<file path="src/design/rppe_pkg.sv">
// Shared constants and types for the remote plug pulse encoder.
package rppe_pkg;

    localparam int CODE_BITS   = 10;
    localparam int IN_CODE_W   = 10;
    localparam int CODE_EXT_W  = (CODE_BITS > IN_CODE_W) ? CODE_BITS : IN_CODE_W;
    localparam int FRAME_BITS  = CODE_BITS + 2;
    localparam int BIT_IDX_W   = $clog2(FRAME_BITS);
    localparam int SLOT_W      = 5;

    localparam logic [SLOT_W-1:0] SLOT_SHORT = 5'd1;
    localparam logic [SLOT_W-1:0] SLOT_LONG  = 5'd3;
    localparam logic [SLOT_W-1:0] SLOT_SYNC  = 5'd31;

    localparam int QUEUE_DEPTH = 2;
    localparam int QPTR_W      = (QUEUE_DEPTH > 1) ? $clog2(QUEUE_DEPTH) : 1;
    localparam int QCNT_W      = $clog2(QUEUE_DEPTH + 1);

    typedef struct packed {
        logic [FRAME_BITS-1:0] bits;
    } frame_cmd_t;

    typedef struct packed {
        logic full;
        logic not_empty;
    } q_stat_t;

endpackage

</file>
<file path="src/design/rppe_front.sv">
// Front end: accepts items, drops zero codes and builds the frame bit word.
module rppe_front
    import rppe_pkg::*;
(
    input  logic                 in_valid,
    output logic                 in_ready,
    input  logic [IN_CODE_W-1:0] socket_code,
    input  logic                 switch_on,
    input  q_stat_t              q_stat,
    output logic                 push,
    output frame_cmd_t           push_cmd
);

    logic [CODE_EXT_W-1:0] code_ext;

    assign code_ext = CODE_EXT_W'(socket_code);
    assign in_ready = ~q_stat.full;
    assign push     = in_valid & ~q_stat.full & (socket_code != '0);

    always_comb
    begin
        push_cmd.bits[FRAME_BITS-1:2] = code_ext[CODE_BITS-1:0];
        push_cmd.bits[1]              = switch_on;
        push_cmd.bits[0]              = ~switch_on;
    end

endmodule

</file>
<file path="src/design/rppe_queue.sv">
// Short command queue between front end and segment sequencer.
module rppe_queue
    import rppe_pkg::*;
(
    input  logic       clk,
    input  logic       rst_n,
    input  logic       push,
    input  frame_cmd_t push_cmd,
    input  logic       pop,
    output frame_cmd_t pop_cmd,
    output q_stat_t    q_stat
);

    frame_cmd_t          mem_reg [QUEUE_DEPTH];
    logic [QPTR_W-1:0]   wr_ptr_reg, wr_ptr_next;
    logic [QPTR_W-1:0]   rd_ptr_reg, rd_ptr_next;
    logic [QCNT_W-1:0]   count_reg, count_next;

    function automatic logic [QPTR_W-1:0] ptr_inc(input logic [QPTR_W-1:0] p);
        return (p == QPTR_W'(QUEUE_DEPTH - 1)) ? '0 : QPTR_W'(p + 1'b1);
    endfunction

    assign q_stat.full      = (count_reg == QCNT_W'(QUEUE_DEPTH));
    assign q_stat.not_empty = (count_reg != '0);
    assign pop_cmd          = mem_reg[rd_ptr_reg];

    always_comb
    begin
        wr_ptr_next = push ? ptr_inc(wr_ptr_reg) : wr_ptr_reg;
        rd_ptr_next = pop  ? ptr_inc(rd_ptr_reg) : rd_ptr_reg;
        unique case ({push, pop})
            2'b10:   count_next = QCNT_W'(count_reg + 1'b1);
            2'b01:   count_next = QCNT_W'(count_reg - 1'b1);
            default: count_next = count_reg;
        endcase
    end

    always_ff @(posedge clk or negedge rst_n)
    begin
        if (!rst_n)
        begin
            wr_ptr_reg <= '0;
            rd_ptr_reg <= '0;
            count_reg  <= '0;
        end
        else
        begin
            wr_ptr_reg <= wr_ptr_next;
            rd_ptr_reg <= rd_ptr_next;
            count_reg  <= count_next;
        end
    end

    always_ff @(posedge clk)
    begin
        if (push)
        begin
            mem_reg[wr_ptr_reg] <= push_cmd;
        end
    end

endmodule

</file>
<file path="src/design/rppe_back.sv">
// Back end: walks the frame word and emits one pulse segment per cycle unless out_ready holds it off.
module rppe_back
    import rppe_pkg::*;
(
    input  logic              clk,
    input  logic              rst_n,
    input  q_stat_t           q_stat,
    input  frame_cmd_t        pop_cmd,
    output logic              pop,
    output logic              out_valid,
    input  logic              out_ready,
    output logic              pin_level,
    output logic [SLOT_W-1:0] slot_count,
    output logic              frame_end
);

    typedef enum logic [2:0] {
        ST_IDLE = 3'b001,
        ST_BITS = 3'b010,
        ST_SYNC = 3'b100
    } back_state_t;

    back_state_t           state_reg, state_next;
    logic [1:0]            phase_reg, phase_next;
    logic [BIT_IDX_W-1:0]  bit_idx_reg, bit_idx_next;
    logic [FRAME_BITS-1:0] word_reg, word_next;
    logic                  out_valid_reg, out_valid_next;
    logic                  lvl_reg, lvl_next;
    logic [SLOT_W-1:0]     slot_reg, slot_next;
    logic                  end_reg, end_next;
    logic                  emit, cur_bit, last_seg, load;

    assign emit     = (state_reg != ST_IDLE) & (~out_valid_reg | out_ready);
    assign cur_bit  = word_reg[bit_idx_reg];
    assign last_seg = (state_reg == ST_SYNC) & phase_reg[0];
    assign load     = q_stat.not_empty & ((state_reg == ST_IDLE) | (emit & last_seg));
    assign pop      = load;

    always_comb
    begin
        state_next     = state_reg;
        phase_next     = phase_reg;
        bit_idx_next   = bit_idx_reg;
        word_next      = word_reg;
        out_valid_next = out_valid_reg & ~out_ready;
        lvl_next       = lvl_reg;
        slot_next      = slot_reg;
        end_next       = end_reg;

        if (emit)
        begin
            out_valid_next = 1'b1;
            end_next       = 1'b0;
            phase_next     = 2'(phase_reg + 1'b1);
            unique case (state_reg)
                ST_BITS:
                begin
                    unique case (phase_reg)
                        2'd0:
                        begin
                            lvl_next  = 1'b1;
                            slot_next = SLOT_SHORT;
                        end
                        2'd1:
                        begin
                            lvl_next  = 1'b0;
                            slot_next = SLOT_LONG;
                        end
                        2'd2:
                        begin
                            lvl_next  = 1'b1;
                            slot_next = cur_bit ? SLOT_SHORT : SLOT_LONG;
                        end
                        default:
                        begin
                            lvl_next  = 1'b0;
                            slot_next = cur_bit ? SLOT_LONG : SLOT_SHORT;
                            if (bit_idx_reg == '0)
                            begin
                                state_next = ST_SYNC;
                            end
                            else
                            begin
                                bit_idx_next = BIT_IDX_W'(bit_idx_reg - 1'b1);
                            end
                        end
                    endcase
                end
                default:
                begin
                    if (!phase_reg[0])
                    begin
                        lvl_next  = 1'b1;
                        slot_next = SLOT_SHORT;
                    end
                    else
                    begin
                        lvl_next   = 1'b0;
                        slot_next  = SLOT_SYNC;
                        end_next   = 1'b1;
                        state_next = ST_IDLE;
                    end
                end
            endcase
        end

        if (load)
        begin
            state_next   = ST_BITS;
            phase_next   = '0;
            bit_idx_next = BIT_IDX_W'(FRAME_BITS - 1);
            word_next    = pop_cmd.bits;
        end
    end

    always_ff @(posedge clk or negedge rst_n)
    begin
        if (!rst_n)
        begin
            state_reg     <= ST_IDLE;
            phase_reg     <= '0;
            bit_idx_reg   <= '0;
            out_valid_reg <= 1'b0;
        end
        else
        begin
            state_reg     <= state_next;
            phase_reg     <= phase_next;
            bit_idx_reg   <= bit_idx_next;
            out_valid_reg <= out_valid_next;
        end
    end

    always_ff @(posedge clk)
    begin
        word_reg <= word_next;
        lvl_reg  <= lvl_next;
        slot_reg <= slot_next;
        end_reg  <= end_next;
    end

    assign out_valid  = out_valid_reg;
    assign pin_level  = lvl_reg;
    assign slot_count = slot_reg;
    assign frame_end  = end_reg;

endmodule

</file>
<file path="src/design/remote_plug_pulse_encoder_unit.sv">
// Top level of the remote plug pulse encoder: front end, command queue and sequencer.
//
// Each accepted item with a non-zero plug code becomes one radio frame of
// 4*CODE_BITS+10 pulse segments (50 at ten code bits), one segment per output
// item: the code bits from the top down, the action pattern, then the sync
// pulse, whose long low segment carries frame_end. A zero code is accepted and
// produces nothing. The sequencer emits one segment per cycle while
// out_ready is high, so a steady stream of commands runs with no gap between
// frames. A two-entry command queue lets the input side take up to two
// further commands while a frame is still going out.
module remote_plug_pulse_encoder_unit
    import rppe_pkg::*;
(
    input  logic                 clk,
    input  logic                 rst_n,
    input  logic                 in_valid,
    output logic                 in_ready,
    input  logic [IN_CODE_W-1:0] socket_code,
    input  logic                 switch_on,
    output logic                 out_valid,
    input  logic                 out_ready,
    output logic                 pin_level,
    output logic [SLOT_W-1:0]    slot_count,
    output logic                 frame_end
);

    q_stat_t    q_stat;
    frame_cmd_t push_cmd;
    frame_cmd_t pop_cmd;
    logic       push;
    logic       pop;

    rppe_front u_front (
        .in_valid   (in_valid),
        .in_ready   (in_ready),
        .socket_code(socket_code),
        .switch_on  (switch_on),
        .q_stat     (q_stat),
        .push       (push),
        .push_cmd   (push_cmd)
    );

    rppe_queue u_queue (
        .clk     (clk),
        .rst_n   (rst_n),
        .push    (push),
        .push_cmd(push_cmd),
        .pop     (pop),
        .pop_cmd (pop_cmd),
        .q_stat  (q_stat)
    );

    rppe_back u_back (
        .clk       (clk),
        .rst_n     (rst_n),
        .q_stat    (q_stat),
        .pop_cmd   (pop_cmd),
        .pop       (pop),
        .out_valid (out_valid),
        .out_ready (out_ready),
        .pin_level (pin_level),
        .slot_count(slot_count),
        .frame_end (frame_end)
    );

    a_no_overflow: assert property (@(posedge clk) disable iff (!rst_n)
        push |-> !q_stat.full)
        else $error("command pushed into full queue");

    a_no_underflow: assert property (@(posedge clk) disable iff (!rst_n)
        pop |-> q_stat.not_empty)
        else $error("command popped from empty queue");

    a_push_lands: assert property (@(posedge clk) disable iff (!rst_n)
        push && !pop |=> q_stat.not_empty)
        else $error("pushed command missing from queue");

    a_frame_end_sync: assert property (@(posedge clk) disable iff (!rst_n)
        out_valid && frame_end |-> !pin_level && slot_count == SLOT_SYNC)
        else $error("frame end on a segment other than the sync low");

    a_slot_legal: assert property (@(posedge clk) disable iff (!rst_n)
        out_valid |-> slot_count == SLOT_SHORT || slot_count == SLOT_LONG
                      || slot_count == SLOT_SYNC)
        else $error("illegal segment duration");

endmodule
</file>
<file path="config.mk">
export PLATFORM = sky130hd
export DESIGN_NAME = remote_plug_pulse_encoder_unit
export DESIGN_NICKNAME = d
export VERILOG_FILES = /design/src/design/rppe_pkg.sv /design/src/design/rppe_front.sv /design/src/design/rppe_queue.sv /design/src/design/rppe_back.sv /design/src/design/remote_plug_pulse_encoder_unit.sv
export SDC_FILE = /design/constraint.sdc
export NUM_CORES = 1
export LEC_CHECK = 0
export ABC_CLOCK_PERIOD_IN_PS = 2040
export BUFFER_PORTS_ARGS = -buffer_cell sky130_fd_sc_hd__buf_2
export CAP_MARGIN = 20
export CORE_ASPECT_RATIO = 0.8
export CORE_MARGIN = 2
export CORE_UTILIZATION = 52
export CTS_CLUSTER_DIAMETER = 100
export DETAILED_ROUTE_END_ITERATION = 6
export PLACE_DENSITY_LB_ADDON = 0.12
export SETUP_SLACK_MARGIN = 0.5
export SKIP_CTS_REPAIR_TIMING = 1
export SYNTH_ARGS = -nofsm -noshare
export SYNTH_HDL_FRONTEND = slang
export SYNTH_SLANG_ARGS = --single-unit
</file>
<file path="constraint.sdc">
create_clock -name clk -period 2.04 [get_ports clk]
set_clock_uncertainty 0.2 [all_clocks]
set_input_delay 0.204 -clock clk [delete_from_list [all_inputs] [get_ports clk]]
set_output_delay 0.204 -clock clk [all_outputs]
set_load 0.02 [all_outputs]
</file>
## Word-level counts from Yosys, hierarchy flattened

Memory sizes are Yosys's and may differ from the RTL's. A register that Yosys moved wholly into a read port is not among the register bits.
Cells that the tools add are included.

| storage, ports and cells | value |
|---|---|
| bits in writable memories | 24 |
| latch bits | 0 |
| memories | 1 |
| register bits after elaboration | 21 |
| logic and storage cells | 86 |
| ROM bits | 0 |

| cells by class | value |
|---|---|
| magnitude comparators | 1 |
| multipliers | 0 |
| mux-type cells | 30 |
| divide/modulo/power cells | 0 |
| bitwise operators | 13 |
| reductions and logical operators | 12 |
| shift operators | 0 |
| add/sub/neg operators | 6 |
| equal/unequal tests | 13 |

Memories:

| memory | depth | bits a word | rd ports | clocked after memory_dff | wr ports | RTL line | text |
|---|---|---|---|---|---|---|---|
| u_queue.mem_reg | 2 | 12 | 1 | 1 | 1 | rppe_queue.sv:14 | `frame_cmd_t mem_reg [QUEUE_DEPTH];` |

Operators with widths:

| kind | count |
|---|---|
| $mux W4 | 5 |
| $mux W3 | 6 |
| $pmux W5 S3 | 1 |
| $mux W1 | 10 |
| $mux W5 | 2 |
| $reduce_bool A10 Y1 | 1 |
| $mux W2 | 4 |
| $reduce_and A4 Y1 | 2 |
| $reduce_bool A2 Y1 | 4 |
| $and A1 B1 Y1 | 7 |
| $eq A2 B2 Y1 const B | 3 |
| $lt A4 B5 Y1 const B | 1 |
| $add A2 B1 Y2 const B | 2 |
| $bmux W1 S4 | 1 |
| $eq A2 B1 Y1 const B | 2 |
| $logic_not A4 Y1 | 1 |
| $not A1 Y1 | 4 |
| $pmux W2 S2 | 1 |
| $sub A4 B1 Y4 const B | 1 |
| $eq A3 B1 Y1 const B | 1 |
| $eq A3 B2 Y1 const B | 1 |
| $eq A3 B3 Y1 const B | 1 |
| $ne A3 B1 Y1 const B | 1 |
| $ne A3 B2 Y1 const B | 1 |
| 10 further kinds | 12 |

## Depth between registers and ports, before layout

Gate-level depths: netlist (run 1).

| depth | value |
|---|---|
| depth in word-level cells | 8 |
| gate-level depth with buffers | 7 |
| mapped depth without buffers | 6 |

## Hierarchy

Synthesis (run 1) repeated with hierarchy kept, for this count alone.

| second synthesis, totals | value |
|---|---|
| cells, all modules | 172 |
| area total of the unflattened synthesis | 2,401.1 um2 |

By module, submodules not included:

| module | seq. area each (um2) | area each (um2) | cells each | instances |
|---|---|---|---|---|
| rppe_back | 701.9 | 1,226.2 | 101 | 1 |
| rppe_queue | 820.8 | 1,056.0 | 53 | 1 |
| rppe_front | 0.0 | 118.9 | 18 | 1 |

## Worst setup path before layout (run 1)

Ideal clock, no wire load.

| timing | value |
|---|---|
| path type | register to register |
| start | register u_queue.count_reg[0] |
| end | memory u_queue.mem_reg[0][0] in the netlist's numbering, enable pin |
| cell stages (with the launch flop) | 4 |
| slack | -0.129 ns |
| data required time | 1.458 ns |
| arrival | 1.588 ns |
| cell sequence | dfrtp_1 nand2b_1 o311a_4 nor2b_1 |

| between the ends | value |
|---|---|
| cells in the longest elaborated chain, start to end | 6 |

Ends and longest elaborated chain:

| item | RTL line | text |
|---|---|---|
| start, declared | rppe_queue.sv:17 | `logic [QCNT_W-1:0] count_reg, count_next;` |
| start signal, assigned | rppe_queue.sv:50 | `count_reg <= count_next;` |
| $eq A2 B2 Y1 | rppe_queue.sv:23 | `assign q_stat.full = (count_reg == QCNT_W'(QUEUE_DEPTH));` |
| $not A1 Y1 | -- |  |
| named net in_ready | remote_plug_pulse_encoder_unit.sv:17 | `output logic in_ready,` |
| $and A1 B1 Y1 (2 in series) | rppe_front.sv:18 | `assign push = in_valid & ~q_stat.full & (socket_code != '0);` |
| $mux W1 | rppe_queue.sv:56 | `if (push)` |
| $mux W1 (not written as such) | rppe_queue.sv:58 | `mem_reg[wr_ptr_reg] <= push_cmd;` |
| end, declared | rppe_queue.sv:14 |  |

The timed path passes the listed nets, and every way through them passes these cells.

## Worst setup path after layout (run 1)

| timing | value |
|---|---|
| start | register u_back.bit_idx_reg[0] |
| end | register u_back.slot_reg[1] (netlist: u_back.slot_count[1]), data pin |

| between the ends | value |
|---|---|
| cells in the longest elaborated chain, start to end | 5 |

Ends and longest elaborated chain:

| item | RTL line | text |
|---|---|---|
| start, declared | rppe_back.sv:25 | `logic [BIT_IDX_W-1:0] bit_idx_reg, bit_idx_next;` |
| start signal, assigned | rppe_back.sv:129 | `bit_idx_reg <= bit_idx_next;` |
| $bmux W1 S4 (*) | rppe_back.sv:34 | `assign cur_bit = word_reg[bit_idx_reg];` |
| $mux W1 (not written as such) (*) | rppe_back.sv:34 |  |
| $mux W2 (on tied branches) | rppe_back.sv:77, rppe_back.sv:72 |  |
| $pmux W5 S3 (*) | rppe_back.sv:58 | `unique case (phase_reg)` |
| $mux W5 (*) | rppe_back.sv:55 | `unique case (state_reg)` |
| end signal, assigned | rppe_back.sv:138 | `slot_reg <= slot_next;` |
| end, declared | rppe_back.sv:29 | `logic [SLOT_W-1:0] slot_reg, slot_next;` |

Mark *: on every way between the ends. The rest lies on a longest branch, timed or not. The select of a mux whose other input is x is not followed.
A chain may end at the register's enable or synchronous reset.

==> metrics, run 1 <==
Placement Setup Slack=~76 ps; first-pass GRT wire length=~6500 um; IO Count=24; Crit Path Category=flip-flop to flip-flop; CP max-delay cell=mux4_2; die area=5070 um2; crit path cell chain=mux4_2 > a21boi_0 > a21bo_2 > o211a_1; PD cells=between 1000 and 1500 nW/um2; Layout fillers=263; post-synthesis cell type count=45; Root Buffer=clkbuf_8; routed wire length=a little under 5000 um; Seq cells post-synth=53; Inserted Clock Buffers=5; count of final hold-check violations=0; ant diodes=0; largest net degree at the start of global routing=22; placed inst area=2570 um2; synth warn=0; Cells after Synth=157; Synth Cell Area=approximately 2300 um2; Psw=~1.5 mW; vias=between 1000 and 1500; worst-path maximum fanout=6; DRC Markers=0; FF-to-FF setup slack=a little over 100 ps; Final Net Count=237; Finish-stage setup viols=0; latest clock arrival within the worst-skew pair=around 300 ps; routed len/inst=~18 um; TritonCTS clock tree=built; peak supply drop=between 0.9 and 1 mV; DRT Pass-1 Iters=4; gr usage total=roughly 17%; Final GP Congestion=a little under 0.8; number of clock sinks=53; max_cap viols=0; WP data required=around 1900 ps; fin crit share=a little over nine tenths; DP Wirelength=approximately 2700 um; # rows=21; max reg flops=24; Die Wd=~80 um; Initial Util=a little under three fifths; Data arrival, critical path=approximately 1800 ps; iteration-0 DRC count of the detailed router=70; f_max=a little over 0.5 GHz; setup tns final=0 ps; outcome=completed; Comb power frac=43.3%; Vias per Instance=~5.4; Setup WS post-layout=~100 ps; H-tree Lvls=2; register share of total power=approximately two fifths; Slew Viols, Final=0; leakage power=1.25 nW; antenna violation net count after detailed routing=0; sw frac=33.0%; Setup crit start kind=flip-flop; vias in the first global route=approximately 1300; Total Power=roughly 4.6 mW; HP Class=input port to flip-flop; initial antenna violation count=0; RSZ-0062 raised after global routing=true; die extent in y=around 64 um; syn_nets=177; CP peak stage delay=560 ps; GRT Residual Overflow=0; core area=4260 um2; Final min period=1940 ps; Max Buffers Root-to-Sink=2; Layout area overhead=37.3%; layout cell share with drive strength beyond 1=about half; sequential area share after synthesis=64.9%; clock share of power=16.1%; internal power=about 3.1 mW; clock-pin slew on the worst setup and hold paths=~90 ps; port bufs=22; syn avg cell area=between 10 and 15 um2; post-route design area=between 3000 and 4000 um2; critical path endpoint category=flip-flop
==> cells in the final DEF, fill, tap and decap left out, drive strengths merged, types with 2 or more instances in the layout <==
cell and instances:
nand4 2, or2 3, nor2b 5, or4 2, dfrtp 13, a21boi 4, nor2 10, nor3b 2
edfxtp 39, dlygate4sd3 12, xor2 4, mux2i 3, mux4 2, nor3 2, clkbuf 9, inv 5
a211oi 2, nand2b 5, mux2 12, nand2 6, and2 3, ha 5, xnor2 4, a21oi 2
buf 44
==> critical path, delay by kind of cell, from the launching register on <==
family / cells / cell delay [ps]
flops: 1 / 440
mux: 1 / 560
compound gates: 3 / 510
==> through the flow <==
step / util (%) / std cells / hold WS, ps
final: 75.6 / 275 / 112
after global routing: 75.6 / 275 / 154
after floorplan: - / 157 / -292
after detailed placement: 60.4 / 233 / -77.6
after global placement: 60.4 / 233 / -79.9
after CTS: 63.2 / 241 / -416
==> layout make-up <==
class / instances / area (um2) / share of cell area (%)
Clock inverter: 2 / 37.5 / 1.17
Tap cell: 57 / 71.3 / 2.22
Clock buffer: 6 / 82.6 / 2.57
Sequential cell: 53 / 1530 / 47.6
Timing Repair Buffer: 59 / 547 / 17.0
Multi-Input combinational cell: 93 / 930 / 28.9
Inverter: 5 / 18.8 / 0.583
==> power by group through the flow <==
| stage | Combinational [mW] | Sequential (mW) | Clock, mW |
|---|---|---|---|
| after CTS | 1.30 | 1.84 | 0.753 |
| after detailed placement | 1.29 | 1.86 | 0 |
| after global placement | 1.27 | 1.84 | 0 |
| after global routing | 2.14 | 1.92 | 0.796 |
| after floorplan | 1.00 | 1.82 | 0 |
| final | 2.00 | 1.87 | 0.744 |
==> synthesized netlist by cell type (all sizes together) <==
master   number  area, um2
or2           3       18.8
mux2         12        135
and4bb        1       12.5
dfrtp        13        325
a221oi        1       8.76
o211a         1       10.0
mux2i         3       30.0
a21boi        4       30.0
nor2b         5       31.3
nand2b        5       31.3
nor2         10       37.5
or4           2       18.8
nor3          2       10.0
ha            5       62.6
a211oi        2       15.0
o21a          1       7.51
o311a         1       21.3
nand2         6       22.5
conb          1       3.75
dfstp         1       26.3
xor2          4       35.0
nand4         2       12.5
buf           7       43.8
a21oi         2       10.0
mux4          2       45.0
xnor2         4       42.6
o31a          1       8.76
edfxtp       39       1170
inv           5       18.8
a211o         1       8.76
o22ai         1       6.26
nand4bb       1       11.3
a21o          1       7.51
or3b          1       8.76
and2          2       12.5
nor3b         2       20.0
nand3         1       5.00
a21bo         1       10.0
a22o          1       8.76
==> path summary, 6_finish.rpt <==
kind                                                    from                           endpoint  cells after the start
min                                                out_ready         u_back.out_valid$_DFF_PN0_                      3
min reg2reg                  u_queue.mem_reg[0][1]$_DFFE_PP_       u_back.word_reg[1]$_DFFE_PP_                      1
max in group asynchronous                              rst_n    u_back.state_reg[0]$_DFFE_PN1P_                      2
min in group asynchronous                              rst_n  u_back.bit_idx_reg[2]$_DFFE_PN0P_                      2
max reg2reg                u_back.bit_idx_reg[0]$_DFFE_PN0P_     u_back.slot_count[1]$_DFFE_PP_                      4
max                        u_back.bit_idx_reg[0]$_DFFE_PN0P_     u_back.slot_count[1]$_DFFE_PP_                      4
==> per-layer routing <==
layer / part of all wire (%) / vias up / routed length [um] / track usage (%)
li1: - / 692 / - / -
met1: 44 / 739 / 2140 / 25.2
met2: 50 / 37 / 2410 / 25.5
met3: 3.8 / 7 / 184 / 4.80
met4: 1.7 / 0 / 80 / 5.82
met5: 0 / - / 0 / 0
==> cells by family after synthesis <==
| group | after synthesis | synth area share [%] |
|---|---|---|
| flip-flops | 53 | 64.9 |
| AND/OR/NAND/NOR | 43 | 10.8 |
| AO/OA/AOI/OAI | 18 | 6.51 |
| multiplexers | 17 | 8.96 |
| buffers and inverters | 12 | 2.67 |
| XOR/XNOR | 8 | 3.31 |
| adder cells (fa/ha/maj) | 5 | 2.67 |
| other | 1 | 0.160 |
Power figures use the tool's default switching activity.
==> run 2: changes to the inputs <==
--- a/config.mk
+++ b/config.mk
@@ -18,4 +18,5 @@
 export SKIP_CTS_REPAIR_TIMING = 1
 export SYNTH_ARGS = -nofsm -noshare
 export SYNTH_HDL_FRONTEND = slang
+export SYNTH_HIERARCHICAL = 1
 export SYNTH_SLANG_ARGS = --single-unit
==> metrics, run 2 <==
IO Count=24 (unchanged); Final Net Count=243 (was 237); die area=5180 um2 (was 5070 um2); WP data required=1920 ps (was 1910 ps); most used flip-flop cell after synthesis=edfxtp_1 (unchanged); routed len/inst=15.3 um (was 17.5 um); DP Wirelength=2570 um (was 2690 um); Placement Setup Slack=36.5 ps (was 76.1 ps); first-pass GRT wire length=6080 um (was 6500 um); outcome=completed (unchanged); initial antenna violation count=0 (unchanged); worst reg2reg startpoint=u_back/bit_idx_reg[1]$_DFFE_PN0P_ (was u_back.bit_idx_reg[0]$_DFFE_PN0P_); FF-to-FF setup slack=60 ps (was 100 ps); Inserted Clock Buffers=5 (unchanged); CP max-delay cell=dfrtp_2 (was mux4_2); number of clock sinks=53 (unchanged); vias=1428 (was 1475); largest area contributor in the netlist=edfxtp_1 (unchanged); Max Buffers Root-to-Sink=2 (unchanged); Seq cells post-synth=53 (unchanged); Die Wd=80.0 um (was 79.1 um); HP Class=input port to flip-flop (unchanged); Vias per Instance=5.05 (was 5.36); gr usage total=15.9% (was 17.4%); crit path cell chain=buf_4 > mux2i_1 > a32oi_1 > nand4_1 > a211o_1 > a31o_1 (was mux4_2 > a21boi_0 > a21bo_2 > o211a_1); Final GP Congestion=0.803 (was 0.788); Worst Min Path Start=in_valid (was out_ready); # rows=22 (was 21); clock-pin slew on the worst setup and hold paths=110 ps (was 90 ps); hold endpoint=u_queue/wr_ptr_reg$_DFFE_PN0P_ (was u_back.out_valid$_DFF_PN0_); layout cell share with drive strength beyond 1=46.2% (was 49.5%); DRT Pass-1 Iters=4 (unchanged); iteration-0 DRC count of the detailed router=88 (was 70); max reg flops=24 (unchanged); Reg2Reg Capture Point=u_back/slot_count[1]$_DFFE_PP_ (was u_back.slot_count[1]$_DFFE_PP_); Layout area overhead=26.4% (was 37.3%); f_max=0.504 GHz (was 0.516 GHz); count of final hold-check violations=0 (unchanged); antenna violation net count after detailed routing=0 (unchanged); Data arrival, critical path=1860 ps (was 1810 ps); largest net degree at the start of global routing=20 (was 22); number of synthesized flops with an enable pin=39 (unchanged); commonest cells after routing, fill and taps aside=edfxtp_1, buf_4, buf_2, dlygate4sd3_1, mux2_2 (was edfxtp_1, buf_2, buf_4, mux2_2, dlygate4sd3_1); CP peak stage delay=460 ps (was 560 ps); Worst Reg2Reg Path Length in Cells=6 (was 4); critical path endpoint category=flip-flop (unchanged); WHS=103 ps (was 112 ps); Synth Cell Area=2400 um2 (was 2340 um2); post-synthesis cell type count=41 (was 45); core area=4510 um2 (was 4260 um2); ant diodes=0 (unchanged); RSZ-0062 raised after global routing=true (unchanged); synth warn=6 (was 0); Cells after Synth=172 (was 157); routed wire length=4330 um (was 4810 um); PD cells=1330 nW/um2 (was 1430 nW/um2); most numerous cell in the Yosys netlist=edfxtp_1 (unchanged); Slew Viols, Final=0 (unchanged); dominant cells by area after synthesis=edfxtp_1, dfrtp_1, mux2_2 (unchanged); Root Buffer=clkbuf_8 (unchanged); Setup crit start kind=flip-flop (unchanged); syn_nets=193 (was 177); post-synth top area share=48.8% (was 49.9%); Initial Util=53.2% (was 55.1%); peak supply drop=0.756 mV (was 0.915 mV); Setup WS post-layout=57.6 ps (was 103 ps); GRT Residual Overflow=0 (unchanged); worst-path maximum fanout=5 (was 6); die extent in y=64.8 um (was 64.1 um); syn avg cell area=14.0 um2 (was 14.9 um2); hold depth=4 (was 3); max_cap viols=0 (unchanged); port bufs=22 (unchanged); sequential area share after synthesis=63.4% (was 64.9%); vias in the first global route=1265 (was 1291); fin crit share=97.2% (was 94.9%); H-tree Lvls=2 (unchanged); asr flop ratio synth=26.4% (unchanged); Finish-stage setup viols=0 (unchanged); most common cell after layout, fill and taps aside=edfxtp_1 (unchanged); latest clock arrival within the worst-skew pair=310 ps (was 300 ps); Crit Path Category=flip-flop to flip-flop (unchanged); DRC Markers=0 (unchanged); TritonCTS clock tree=built (unchanged); Commonest cells post-synth=edfxtp_1, buf_4, dfrtp_1, nor2_1, mux2_2 (was edfxtp_1, dfrtp_1, mux2_2); Final min period=1980 ps (was 1940 ps); leakage power=1.21 nW (was 1.25 nW)
## run 2: cell count changes in the layout (fill, tap and decap cells not counted), sizes merged, moves of 4 or more
| cell | change |
|---|---|
| inv | +5 |
| nor4 | +4 |
| buf | +6 |
| nand2b | -4 |
| clkbuf | -4 |
| a21boi | -4 |
## run 2: final cells by class
| cell class | count | area, um2 |
|---|---|---|
| clock buffers | 5 | 68.8 |
| clock inverters | 3 | 28.8 |
| fillers | 341 | 1480 |
| inverters | 9 | 40.0 |
| multi-input cells | 91 | 827 |
| flip-flops and latches | 53 | 1530 |
| well taps | 60 | 75.1 |
| repair buffers | 62 | 467 |
## run 2: kinds of logic (layout without fill, tap and decap cells)
family                     after synthesis  after routing  synth area share [%]
xor gates and xnor gates                 9              9                  3.28
adders and majority gates                6              6                  3.13
DFF                                     53             53                  63.4
muxes                                   19             19                  8.60
and+or+nand+nor                         43             44                  9.80
other                                    1              1                 0.156
AOI/OAI and AO/OA                       12             12                  4.01
buffers and inverters                   29             79                  7.61
## run 2: where the power goes
part | switching (mW) | total [mW] | internal (mW) | leakage (nW)
Combinational | 0.779 | 1.59 | 0.815 | 0.639
Sequential | 0.229 | 1.81 | 1.58 | 0.517
Clock | 0.379 | 0.636 | 0.257 | 0.0506
Total | 1.39 | 4.04 | 2.66 | 1.21
## run 2: critical path: cells and delay by family, from the launching register on
family	cells	cell delay [ps]
DFF	1	460
buffers and inverters	1	150
and+or+nand+nor	1	150
muxes	1	110
AOI/OAI and AO/OA	3	690
## run 2: how the worst max path moves through the flow
| stage | end | slack, ps | cells after the start | startpoint |
|---|---|---|---|---|
| detailed placement | u_back/slot_count[1]$_DFFE_PP_ | 40 | 5 | u_back/bit_idx_reg[1]$_DFFE_PN0P_ |
| global route | u_back/slot_count[1]$_DFFE_PP_ | 3 | 6 | u_back/bit_idx_reg[1]$_DFFE_PN0P_ |
| CTS | u_back/slot_count[1]$_DFFE_PP_ | 10 | 5 | u_back/bit_idx_reg[1]$_DFFE_PN0P_ |
| floorplan | u_queue/count_reg[1]$_DFFE_PN0P_ | -300 | 9 | u_back/out_valid$_DFF_PN0_ |
| finish | u_back/slot_count[1]$_DFFE_PP_ | 60 | 6 | u_back/bit_idx_reg[1]$_DFFE_PN0P_ |
| global placement | u_back/slot_count[1]$_DFFE_PP_ | 120 | 5 | u_back/bit_idx_reg[1]$_DFFE_PN0P_ |
## run 2: layer usage
layer  track usage [%]  vias to the layer above  part of all wire (%)
met2              23.5                       29                    48
met3              3.90                        6                   3.0
li1                  -                      697                     -
met1              23.1                      696                    48
met4              5.72                        0                   1.1
met5                 0                        -                     0
## run 2: metrics by stage
step                area, um2  cells  utilization [%]  total power, mW  TNS (ps)
global placement         2560    241             56.7             2.99         0
finish                   3040    283             67.2             4.04         0
floorplan                2470    172                -             2.75      -452
detailed placement       2560    241             56.7             3.03         0
CTS                      2660    249             58.8             3.67         0
global route             3040    283             67.2             4.26         0
